### config.mk
export PLATFORM = sky130hd
export DESIGN_NAME = one_shot_timer_slot_table_flat
export DESIGN_NICKNAME = d
export VERILOG_FILES = /design/src/rtl/ostst_pkg.sv /design/src/rtl/ostst_if.sv /design/src/rtl/ostst_ctrl.sv /design/src/rtl/ostst_dp.sv /design/src/rtl/one_shot_timer_slot_table.sv /design/src/flat_wrapper.sv
export SDC_FILE = /design/constraint.sdc
export NUM_CORES = 1
export LEC_CHECK = 0
export ABC_CLOCK_PERIOD_IN_PS = 14900
export BUFFER_PORTS_ARGS = -buffer_cell sky130_fd_sc_hd__buf_2
export CORE_MARGIN = 4
export CORE_UTILIZATION = 30
export DETAILED_ROUTE_END_ITERATION = 8
export GPL_TIMING_DRIVEN = 0
export PLACE_DENSITY_LB_ADDON = 0.08
export SLEW_MARGIN = 10
export SYNTH_ARGS = -nofsm -noshare
export SYNTH_HDL_FRONTEND = slang
export SYNTH_SLANG_ARGS = --single-unit
### constraint.sdc
create_clock -name i_clk -period 14.9 [get_ports i_clk]
set_clock_uncertainty 0.15 [all_clocks]
set_input_delay 1.49 -clock i_clk [delete_from_list [all_inputs] [get_ports i_clk]]
set_output_delay 1.49 -clock i_clk [all_outputs]
set_load 0.02 [all_outputs]
### src/rtl/ostst_pkg.sv
// ----------------------------------------------------------------------------
// One-shot timer slot table: package
// Request and response types, command and status codes, table sizing.
// ----------------------------------------------------------------------------
package ostst_pkg;

    localparam int NUM_SLOTS = 10;
    localparam int SLOT_W    = 4;
    localparam int IDX_W     = (NUM_SLOTS > 1) ? $clog2(NUM_SLOTS) : 1;

    localparam logic [1:0] CMD_CREATE = 2'd0;
    localparam logic [1:0] CMD_DELETE = 2'd1;
    localparam logic [1:0] CMD_TICK   = 2'd2;

    localparam logic [1:0] STATUS_OK   = 2'd0;
    localparam logic [1:0] STATUS_BAD  = 2'd1;
    localparam logic [1:0] STATUS_FULL = 2'd2;

    typedef struct packed {
        logic [1:0]        cmd;
        logic [31:0]       handler_id;
        logic [31:0]       handler_arg;
        logic [31:0]       timeout_ticks;
        logic [SLOT_W-1:0] slot_sel;
    } t_req;

    typedef struct packed {
        logic [1:0]        status;
        logic [SLOT_W-1:0] slot_index;
        logic              fired;
        logic [31:0]       fired_handler;
        logic [31:0]       fired_arg;
        logic [31:0]       tick_now;
    } t_rsp;

    typedef struct packed {
        logic capture;
        logic execute;
    } t_ctl;

endpackage

### src/rtl/ostst_if.sv
// ----------------------------------------------------------------------------
// One-shot timer slot table: channel interfaces
// Valid/ready channels for requests and responses.
// ----------------------------------------------------------------------------
interface ostst_req_if;
    logic              valid;
    logic              ready;
    ostst_pkg::t_req   data;

    modport source (output valid, output data, input ready);
    modport sink   (input valid, input data, output ready);
endinterface

interface ostst_rsp_if;
    logic              valid;
    logic              ready;
    ostst_pkg::t_rsp   data;

    modport source (output valid, output data, input ready);
    modport sink   (input valid, input data, output ready);
endinterface

### src/rtl/ostst_ctrl.sv
// ----------------------------------------------------------------------------
// One-shot timer slot table: controller
// Sequences capture and execution of one request and owns response valid.
// ----------------------------------------------------------------------------
module ostst_ctrl (
    input  logic            i_clk,
    input  logic            i_rst_n,
    input  logic            i_in_valid,
    output logic            o_in_ready,
    output logic            o_out_valid,
    input  logic            i_out_ready,
    output ostst_pkg::t_ctl o_ctl
);

    localparam logic S_IDLE = 1'b0;
    localparam logic S_EXEC = 1'b1;

    logic r_state;
    logic n_state;
    logic r_out_valid;
    logic n_out_valid;
    logic out_free;

    assign out_free    = !r_out_valid || i_out_ready;
    assign o_in_ready  = (r_state == S_IDLE);
    assign o_out_valid = r_out_valid;

    always_comb begin
        n_state       = r_state;
        o_ctl.capture = 1'b0;
        o_ctl.execute = 1'b0;
        unique case (r_state)
            S_IDLE: begin
                if (i_in_valid) begin
                    o_ctl.capture = 1'b1;
                    n_state       = S_EXEC;
                end
            end
            S_EXEC: begin
                if (out_free) begin
                    o_ctl.execute = 1'b1;
                    n_state       = S_IDLE;
                end
            end
            default: n_state = S_IDLE;
        endcase
    end

    always_comb begin
        n_out_valid = r_out_valid;
        if (o_ctl.execute) begin
            n_out_valid = 1'b1;
        end else if (r_out_valid && i_out_ready) begin
            n_out_valid = 1'b0;
        end
    end

    always_ff @(posedge i_clk) begin
        if (!i_rst_n) begin
            r_state     <= S_IDLE;
            r_out_valid <= 1'b0;
        end else begin
            r_state     <= n_state;
            r_out_valid <= n_out_valid;
        end
    end

endmodule

### src/rtl/ostst_dp.sv
// ----------------------------------------------------------------------------
// One-shot timer slot table: datapath
// Slot storage, tick counter, free-slot and due-slot priority encoders.
// ----------------------------------------------------------------------------
module ostst_dp (
    input  logic            i_clk,
    input  logic            i_rst_n,
    input  ostst_pkg::t_ctl i_ctl,
    input  ostst_pkg::t_req i_req_data,
    output ostst_pkg::t_rsp o_rsp_data
);

    localparam int N  = ostst_pkg::NUM_SLOTS;
    localparam int IW = ostst_pkg::IDX_W;
    localparam int SW = ostst_pkg::SLOT_W;

    ostst_pkg::t_req r_req;
    ostst_pkg::t_rsp r_rsp;
    ostst_pkg::t_rsp n_rsp;

    logic [31:0]   r_tick;
    logic [31:0]   n_tick;
    logic [N-1:0]  r_busy;
    logic [N-1:0]  n_busy;
    logic [31:0]   r_deadline [N];
    logic [31:0]   r_handler  [N];
    logic [31:0]   r_arg      [N];

    logic [31:0]   tick_inc;
    logic [N-1:0]  due;
    logic          fire_hit;
    logic [IW-1:0] fire_idx;
    logic          free_hit;
    logic [IW-1:0] free_idx;
    logic          create_wr;
    logic [IW-1:0] sel_idx;

    assign tick_inc = r_tick + 32'd1;
    assign sel_idx  = r_req.slot_sel[IW-1:0];

    always_comb begin
        for (int i = 0; i < N; i++) begin
            due[i] = r_busy[i] && (tick_inc >= r_deadline[i]);
        end
    end

    always_comb begin
        fire_hit = 1'b0;
        fire_idx = '0;
        free_hit = 1'b0;
        free_idx = '0;
        for (int i = N - 1; i >= 0; i--) begin
            if (due[i]) begin
                fire_hit = 1'b1;
                fire_idx = IW'(i);
            end
            if (!r_busy[i]) begin
                free_hit = 1'b1;
                free_idx = IW'(i);
            end
        end
    end

    always_comb begin
        n_tick    = r_tick;
        n_busy    = r_busy;
        create_wr = 1'b0;
        n_rsp     = '0;
        unique case (r_req.cmd)
            ostst_pkg::CMD_CREATE: begin
                if ((r_req.handler_id == 32'd0) || (r_req.timeout_ticks == 32'd0)) begin
                    n_rsp.status = ostst_pkg::STATUS_BAD;
                end else if (free_hit) begin
                    create_wr        = 1'b1;
                    n_busy[free_idx] = 1'b1;
                    n_rsp.status     = ostst_pkg::STATUS_OK;
                    n_rsp.slot_index = SW'(free_idx);
                end else begin
                    n_rsp.status = ostst_pkg::STATUS_FULL;
                end
            end
            ostst_pkg::CMD_DELETE: begin
                if ({1'b0, r_req.slot_sel} < (SW+1)'(N)) begin
                    n_busy[sel_idx] = 1'b0;
                end
                n_rsp.status = ostst_pkg::STATUS_OK;
            end
            ostst_pkg::CMD_TICK: begin
                n_tick       = tick_inc;
                n_rsp.status = ostst_pkg::STATUS_OK;
                if (fire_hit) begin
                    n_busy[fire_idx]    = 1'b0;
                    n_rsp.slot_index    = SW'(fire_idx);
                    n_rsp.fired         = 1'b1;
                    n_rsp.fired_handler = r_handler[fire_idx];
                    n_rsp.fired_arg     = r_arg[fire_idx];
                end
            end
            default: n_rsp.status = ostst_pkg::STATUS_BAD;
        endcase
        n_rsp.tick_now = n_tick;
    end

    always_ff @(posedge i_clk) begin
        if (!i_rst_n) begin
            r_tick <= '0;
            r_busy <= '0;
        end else if (i_ctl.execute) begin
            r_tick <= n_tick;
            r_busy <= n_busy;
        end
    end

    always_ff @(posedge i_clk) begin
        if (i_ctl.capture) begin
            r_req <= i_req_data;
        end
        if (i_ctl.execute) begin
            r_rsp <= n_rsp;
            if (create_wr) begin
                r_deadline[free_idx] <= r_tick + r_req.timeout_ticks;
                r_handler[free_idx]  <= r_req.handler_id;
                r_arg[free_idx]      <= r_req.handler_arg;
            end
        end
    end

    assign o_rsp_data = r_rsp;

endmodule

### src/rtl/one_shot_timer_slot_table.sv
// ----------------------------------------------------------------------------
// One-shot timer slot table: top level
// Ten one-shot timer slots driven by a 32-bit tick counter.
// ----------------------------------------------------------------------------
// Channels: i_req carries one request (create, delete or tick) per handshake;
// o_rsp returns exactly one response per request, in order.
// A request is captured in the idle state and executed in the execute step;
// a new request is not taken until the last one has been executed. The
// execute step settles the free-slot search, the ten deadline compares
// against the incremented counter and the due-slot priority pick.
// The response is registered and appears the cycle after execution; a new
// request may be taken while that response still waits.
// If the receiver stalls, the response holds and the next request waits in
// the execute step until the response register is free.
// Reset (synchronous, active low) clears the tick counter, frees all slots
// and drops response valid; slot contents are not cleared and need no pass.
// ----------------------------------------------------------------------------
module one_shot_timer_slot_table (
    input  logic        i_clk,
    input  logic        i_rst_n,
    ostst_req_if.sink   i_req,
    ostst_rsp_if.source o_rsp
);

    ostst_pkg::t_ctl ctl;

    ostst_ctrl u_ctrl (
        .i_clk       (i_clk),
        .i_rst_n     (i_rst_n),
        .i_in_valid  (i_req.valid),
        .o_in_ready  (i_req.ready),
        .o_out_valid (o_rsp.valid),
        .i_out_ready (o_rsp.ready),
        .o_ctl       (ctl)
    );

    ostst_dp u_dp (
        .i_clk      (i_clk),
        .i_rst_n    (i_rst_n),
        .i_ctl      (ctl),
        .i_req_data (i_req.data),
        .o_rsp_data (o_rsp.data)
    );

endmodule

### src/flat_wrapper.sv
// flat-port wrapper written by rule: the top's interface ports become plain ports
module one_shot_timer_slot_table_flat 
  (i_clk, i_rst_n, i_req_valid, i_req_data, i_req_ready, o_rsp_valid, o_rsp_data, o_rsp_ready);
  ostst_req_if i_req_i ();
  ostst_rsp_if o_rsp_i ();
  input  logic i_clk;
  input  logic i_rst_n;
  input wire logic [$bits(i_req_i.valid)-1:0] i_req_valid;
  input wire logic [$bits(i_req_i.data)-1:0] i_req_data;
  output wire logic [$bits(i_req_i.ready)-1:0] i_req_ready;
  output wire logic [$bits(o_rsp_i.valid)-1:0] o_rsp_valid;
  output wire logic [$bits(o_rsp_i.data)-1:0] o_rsp_data;
  input wire logic [$bits(o_rsp_i.ready)-1:0] o_rsp_ready;
  assign i_req_i.valid = i_req_valid;
  assign i_req_i.data = i_req_data;
  assign i_req_ready = i_req_i.ready;
  assign o_rsp_valid = o_rsp_i.valid;
  assign o_rsp_data = o_rsp_i.data;
  assign o_rsp_i.ready = o_rsp_ready;
  one_shot_timer_slot_table u_core (.i_clk(i_clk), .i_rst_n(i_rst_n), .i_req(i_req_i), .o_rsp(o_rsp_i));
endmodule
After elaboration in Yosys (flattened, before gate mapping)
Memory sizes are Yosys's and may differ from the RTL's.
Index checks and enable logic that the tools add are counted.
Widths: inputs -> output; s select.
{"block": "word_totals", "reg_bits": 249, "ramBits": 960, "inputBits": 106, "output_inout_bits": 105, "elab_cells": 147, "memories": 3}
{"block": "classes", "addsub": 2, "order_cmp": 17, "eq_ne": 6, "muxes": 73, "bitwise": 6, "n_reduce_logical": 25}
{"name": "u_core.u_dp.r_arg", "depth": 10, "width": 32, "read_ports": 1, "rd_ports_with_merged_regs": 0, "write_ports": 1, "line": "ostst_dp.sv:27", "text": "logic [31:0] r_arg [N];"}
{"name": "u_core.u_dp.r_deadline", "depth": 10, "width": 32, "read_ports": 10, "rd_ports_with_merged_regs": 0, "write_ports": 1, "line": "ostst_dp.sv:25", "text": "logic [31:0] r_deadline [N];"}
{"name": "u_core.u_dp.r_handler", "depth": 10, "width": 32, "read_ports": 1, "rd_ports_with_merged_regs": 0, "write_ports": 1, "line": "ostst_dp.sv:26", "text": "logic [31:0] r_handler [N];"}
{"cell": "$ge 32x32->1", "n": 10}
{"cell": "$mux 4", "n": 22}
{"cell": "$mux 69", "n": 1}
{"cell": "$logic_not 32->1", "n": 2}
{"cell": "$mux 10", "n": 4}
{"cell": "$mux 1", "n": 36}
{"cell": "$add 32x1->32 const B", "n": 1}
{"cell": "$add 32x32->32", "n": 1}
{"cell": "$mux 32", "n": 1}
{"cell": "$pmux 10 s3", "n": 1}
{"cell": "$and 10x10->10", "n": 2}
{"cell": "$not 10->10", "n": 2}
{"cell": "$lt 4x5->1 const B", "n": 3}
{"cell": "$logic_and 1x1->1", "n": 14}
{"cell": "$demux 1 s4", "n": 3}
{"cell": "$ge 4x1->1 const B", "n": 3}
{"cell": "$or 10x10->10", "n": 1}
{"cell": "$ne 2x2->1 const B", "n": 4}
{"cell": "$pmux 4 s2", "n": 1}
{"cell": "$reduce_and 6->1", "n": 1}
{"cell": "$lt 4x4->1 const B", "n": 1}
{"cell": "$mux 2", "n": 2}
{"cell": "$pmux 2 s2", "n": 1}
{"cell": "$reduce_bool 3->1", "n": 1}
{"cell": "other kinds (10)", "n": 11}

Longest topological paths before layout
{"block": "logic_depth", "ltp_word": 21, "mapped_depth": 27}

By module
A second synthesis with hierarchy kept.
{"block": "hier_totals", "cells_unflattened": 3517, "hier_area_um2": 52262.6}
{"module": "ostst_dp", "n_inst": 1, "cells_per_inst": 3507, "area_per_inst_um2": 52152.5, "seq_area_each_um2": 35824.4}
{"module": "ostst_ctrl", "n_inst": 1, "cells_per_inst": 10, "area_per_inst_um2": 110.1, "seq_area_each_um2": 40.0}

Worst setup path before layout
OpenSTA, ideal clock, no wires.
{"block": "synth_timing", "kind": "input to register", "startpoint": "in o_rsp_ready", "endpoint": "mem u_core.u_dp.r_arg[1][0], enable pin", "setup_time_ps": 551, "t_arrival_ps": 9338, "slack_ps": 4861, "path_stages": 6, "path_cell_list": "nand2b_1 -> and2_1 -> clkbuf_1 -> and3_1 -> nand2_1 -> nor2_1"}
{"element": "start, declared", "line": "flat_wrapper.sv:13", "text": "input wire logic [$bits(o_rsp_i.ready)-1:0] o_rsp_ready;"}
{"element": "end, declared", "line": "ostst_dp.sv:27"}

Worst setup path after layout
{"block": "layout_timing", "startpoint": "reg u_core.u_dp.r_tick[0]", "endpoint": "reg u_core.u_dp.r_rsp (netlist bit u_core.u_dp.o_rsp_data[78]) (data pin)"}
{"block": "layout_via", "elab_chain_cells": 14}
{"element": "start, declared", "line": "ostst_dp.sv:21", "text": "logic [31:0] r_tick;"}
{"element": "start signal, assigned", "line": "ostst_dp.sv:109", "text": "r_tick <= n_tick;"}
{"element": "$add 32x1->32 *", "line": "ostst_dp.sv:38", "text": "assign tick_inc = r_tick + 32'd1;"}
{"element": "$ge 32x32->1", "line": "ostst_dp.sv:43", "text": "due[i] = r_busy[i] && (tick_inc >= r_deadline[i]);"}
{"element": "$logic_and 1x1->1", "line": "ostst_dp.sv:43"}
{"element": "$mux 4 / $mux 1 (equally long branches) (10 in a row)", "line": "ostst_dp.sv:53", "text": "if (due[i]) begin"}
{"element": "$mem_v2 10x32 / $reduce_and 2->1 (equally long branches)"}
{"element": "end signal, assigned", "line": "ostst_dp.sv:119", "text": "r_rsp <= n_rsp;"}
{"element": "end, declared", "line": "ostst_dp.sv:18", "text": "ostst_pkg::t_rsp r_rsp;"}
Mark *: on every way between the ends. The rest lies on a longest branch, timed or not.
A chain may end at the register's enable or synchronous reset.

==> impl_metrics.py <==
metrics = {
    "power": {
        "combPwrFrac_pct": 2.2,
        "power_density_nw_per_um2": 117,
        "p_total_mw": 7.35,
        "p_sw_mw": 1.58,
        "ir_drop_uv": 116,
        "intPower_mw": 5.76,
        "p_clk_share_pct": 45.6,
        "swShare_pct": 21.5,
        "power_frac_seq_pct": 52.1,
        "p_leak_nw": 25.2,
    },
    "critical_path": {
        "critPathBufInv": 4,
        "crit_chain": "ha_1 -> and3_1 -> and3_1 -> buf_2 -> nand2_1 -> nor3_2 -> and4_1 -> and3_1 -> and3_1 -> xor2_1 -> ha_1 -> nand2_1 -> nor2_1 -> nand3_1 -> nor3_1 -> o2111ai_1 -> nand3_1 -> a21o_1 -> a31oi_1 -> buf_2 -> buf_4 -> nor2_1 -> buf_2 -> a211o_1",
        "critical_path_class": "reg -> reg",
        "critPathArrivalTime_ns": 10.45,
        "cpMostUsedCell": "and3_1",
        "critPathLaunchType": "flop",
        "slowest_stage": "nor2_1",
        "cpPeakStageDelay_ns": 0.96,
        "critPathRequiredTime_ns": 15.35,
        "crit_path_end_kind": "flop",
        "cp_max_fo": 16,
        "cp_top_family": "simple AND/OR/NAND/NOR gates",
    },
    "placed_design": {
        "place_area_um2": 58100,
        "place_congestion": 0.782,
        "port_buffers": 210,
        "hpwl_um": 109000,
    },
    "sta": {
        "fmax_mhz": 100,
        "max_slew_margin_pct": 16.3,
        "tightest_slew_ns": 1.25,
        "finalHoldViolations": 0,
        "fin_tns_setup_ns": 0,
        "post-route-period-util_pct": 67.1,
        "fin_crit_ns": 10.00,
        "drv_slew": 0,
        "rsz0062_at_grt": "false",
        "finalSetupViolCount": 0,
    },
    "logic_synthesis": {
        "netlist_area_um2": 52300,
        "synth-main-ff-cell": "edfxtp_1",
        "async_flop_share_pct": 0,
        "synth-compound-area-share_pct": 8.14,
        "synth.distinct_cells": 75,
        "synth_fa_ha_area_share_pct": 8.56,
        "synth_cells": 3530,
        "syn-num-nets": 3993,
        "avgSynthCellArea_um2": 14.8,
        "yosysSeqAreaShare_pct": 68.6,
        "synthXorXnorAreaFrac_pct": 1.91,
        "synth_edf_count": 1165,
        "synth-simple-area-share_pct": 6.16,
        "synth_mux_area_share_pct": 3.37,
        "ys_warn_count": 0,
        "ys_seq_elements": 1209,
        "synth_top_family_by_area": "adder cells",
    },
    "clock_network": {
        "cts_tree": "yes",
        "clock-root-buffer": "clkbuf_16",
        "clk_path_buf_depth": 3,
        "ctsResizeCount": 0,
        "clock_sinks": 1209,
        "clkTransAtPathRegs_ns": 0.06,
        "cts_max_level": 4,
        "clk_latency_ns": 0.78,
        "cts.hold.buffers_added": 0,
        "cts_made_buffers": 145,
        "cts_setup_buffers": 0,
    },
    "route": {
        "via_per_inst": 4.70,
        "drtIter0Drc": 1898,
        "dr.pass1.iters": 8,
        "drtAntennaViolNets": 0,
        "vias": 30000,
        "drc": 0,
        "wl_per_cell_um": 24.2,
        "wirelength_um": 154000,
    },
    "grt": {
        "grt_pass1_wl_um": 222000,
        "grt_usage_pct": 17.1,
        "antenna_found_initial": 2,
        "grt_pass1_vias": 30600,
        "grt_max_degree": 44,
        "gr-total-overflow": 0,
    },
    "floorplanning": {
        "core_area_um2": 172000,
        "dieArea_um2": 181000,
        "initial_core_util_pct": 30.3,
        "fp.dieH_um": 426,
        "die_w_um": 426,
        "core.rowCount": 152,
        "ioPinCount": 211,
    },
    "layout": {
        "final_cell_mix": "1165 x edfxtp_1, 356 x ha_1, 334 x inv_1, 240 x buf_2, 220 x nand2_1",
        "fin_area_um2": 62600,
        "drive_gt1_share_pct": 15.6,
        "final_nets": 4426,
        "areaGrowthSynthToFinish_pct": 19.7,
        "final_common_cell": "edfxtp_1",
    },
    "min_path": {
        "min_path_type": "reg -> reg",
    },
    "run_status": {
        "status": "complete, no violations",
    },
    "run": {
        "cap_violations": 0,
    },
}
==> metal layers <==
layer,global-route usage (%),share of wire [%]
met4,4.56,2.2
met3,2.38,3.0
met1,21.4,43
met5,0,0
met2,30.7,52
==> path summary, 6_finish.rpt <==
path	start	endpoint	slack (ns)	cells after the start
worst max register to register	u_core.u_dp.r_tick[0]$_SDFFE_PN0P_	u_core.u_dp.o_rsp_data[78]$_SDFFCE_PN0P_	4.90	24
worst min register to register	u_core.u_dp.r_handler[3][22]$_DFFE_PP_	u_core.u_dp.o_rsp_data[86]$_SDFFCE_PN0P_	0.39	1
worst max-delay path	u_core.u_dp.r_tick[0]$_SDFFE_PN0P_	u_core.u_dp.o_rsp_data[78]$_SDFFCE_PN0P_	4.90	24
worst min-delay path	u_core.u_dp.r_handler[3][22]$_DFFE_PP_	u_core.u_dp.o_rsp_data[86]$_SDFFCE_PN0P_	0.39	1
==> worst reg2reg max path, stage by stage (launching register included) <==
cell	delay [ns]
dfxtp_1	0.91
ha_1	0.40
and3_1	0.31
and3_1	0.19
buf_2	0.22
nand2_1	0.12
nor3_2	0.54
and4_1	0.46
and3_1	0.32
and3_1	0.28
xor2_1	0.90
ha_1	0.24
nand2_1	0.05
nor2_1	0.19
nand3_1	0.18
nor3_1	0.73
o2111ai_1	0.40
nand3_1	0.51
a21o_1	0.26
a31oi_1	0.16
buf_2	0.26
buf_4	0.25
nor2_1	0.97
buf_2	0.50
a211o_1	0.30
==> area by class of cell <==
| cell class | instances | area (um^2) |
|---|---|---|
| antenna | 2 | 5.00 |
| timing repair buffer | 286 | 2560 |
| fill | 16600 | 110000 |
| clock buffer | 191 | 3920 |
| inverter | 334 | 1250 |
| tap | 2310 | 2890 |
| buffer | 101 | 473 |
| sequential | 1209 | 35900 |
| clock inverter | 64 | 509 |
| multi-input combinational | 1886 | 15100 |
==> power by group through the flow <==
stage	combinational (mW)	sequential [mW]	clock [mW]
6_report	0.163	3.83	3.35
5_1_grt	0.180	3.84	3.61
4_1_cts	0.171	3.83	3.47
3_5_place_dp	0.170	3.90	0
3_3_place_gp	0.155	3.92	0
2_1_floorplan	0.0544	3.90	0
==> sequential cells by signal, indices dropped and copies added (netlist names) <==
register and flops:
u_core.u_dp.r_arg 320, u_core.u_dp.r_deadline 320, u_core.u_dp.r_handler 320, u_core.u_dp.o_rsp_data 103, u_core.u_dp.r_req 98, u_core.u_dp.r_tick 32
u_core.u_dp.r_busy 10, u_core.u_dp.sel_idx 4, u_core.u_ctrl.o_out_valid 1, u_core.u_ctrl.r_state 1
==> stage by stage <==
step | cells | setup WS, ns | hold WS (ns) | utilization (%)
3_3_place_gp | 6050 | -4.05 | 0.379 | 32.6
4_1_cts | 6381 | 4.39 | 0.388 | 36.3
6_report | 6383 | 4.90 | 0.386 | 36.3
3_5_place_dp | 6126 | 4.45 | 0.374 | 33.7
2_1_floorplan | 3530 | 4.86 | 0.354 | -
5_1_grt | 6381 | 4.30 | 0.406 | 36.3
==> logic make-up (layout without fill, tap and decap cells) <==
group,after synthesis,after routing
buf+inv,435,976
other cells,0,2
flops,1209,1209
compound gates,607,607
simple gates,632,632
xor+xnor,114,114
mux,176,176
fa+ha+maj,357,357
==> synth_stat cells, types with 7 or more instances <==
cell      instances  area (um^2)
and3_1           26          163
a22oi_1          11         82.6
nor2_1           93          349
nor3_1           29          145
a31oi_1          20          125
xnor2_1          80          701
nand4_1          37          231
a211o_1          16          140
a21oi_1         111          556
buf_1             7         26.3
inv_1           334         1250
nor2b_1          16          100
nand2_1         220          826
buf_2            30          150
a21o_1           61          458
a211oi_1         27          203
a222oi_1         64          641
o31ai_1           7         52.6
ha_1            356         4450
and2_1           38          238
mux2i_1         176         1760
nor4_1           21          131
or3_1            11         68.8
edfxtp_1       1165        35000
o22ai_1          60          375
o21a_1           15          113
nand3_1          35          175
buf_4            12         90.1
nand2b_1         13         81.3
o211ai_1         56          420
dfxtp_1          44          881
nor3b_1           8         60.1
or2_1            14         87.6
a21boi_0         11         82.6
a221oi_1         11         96.3
o21ai_0          83          415
xor2_1           34          298
or2_2            40          250
clkbuf_1         51          191
and4_1           14          123
Power figures use the tool's default switching activity.
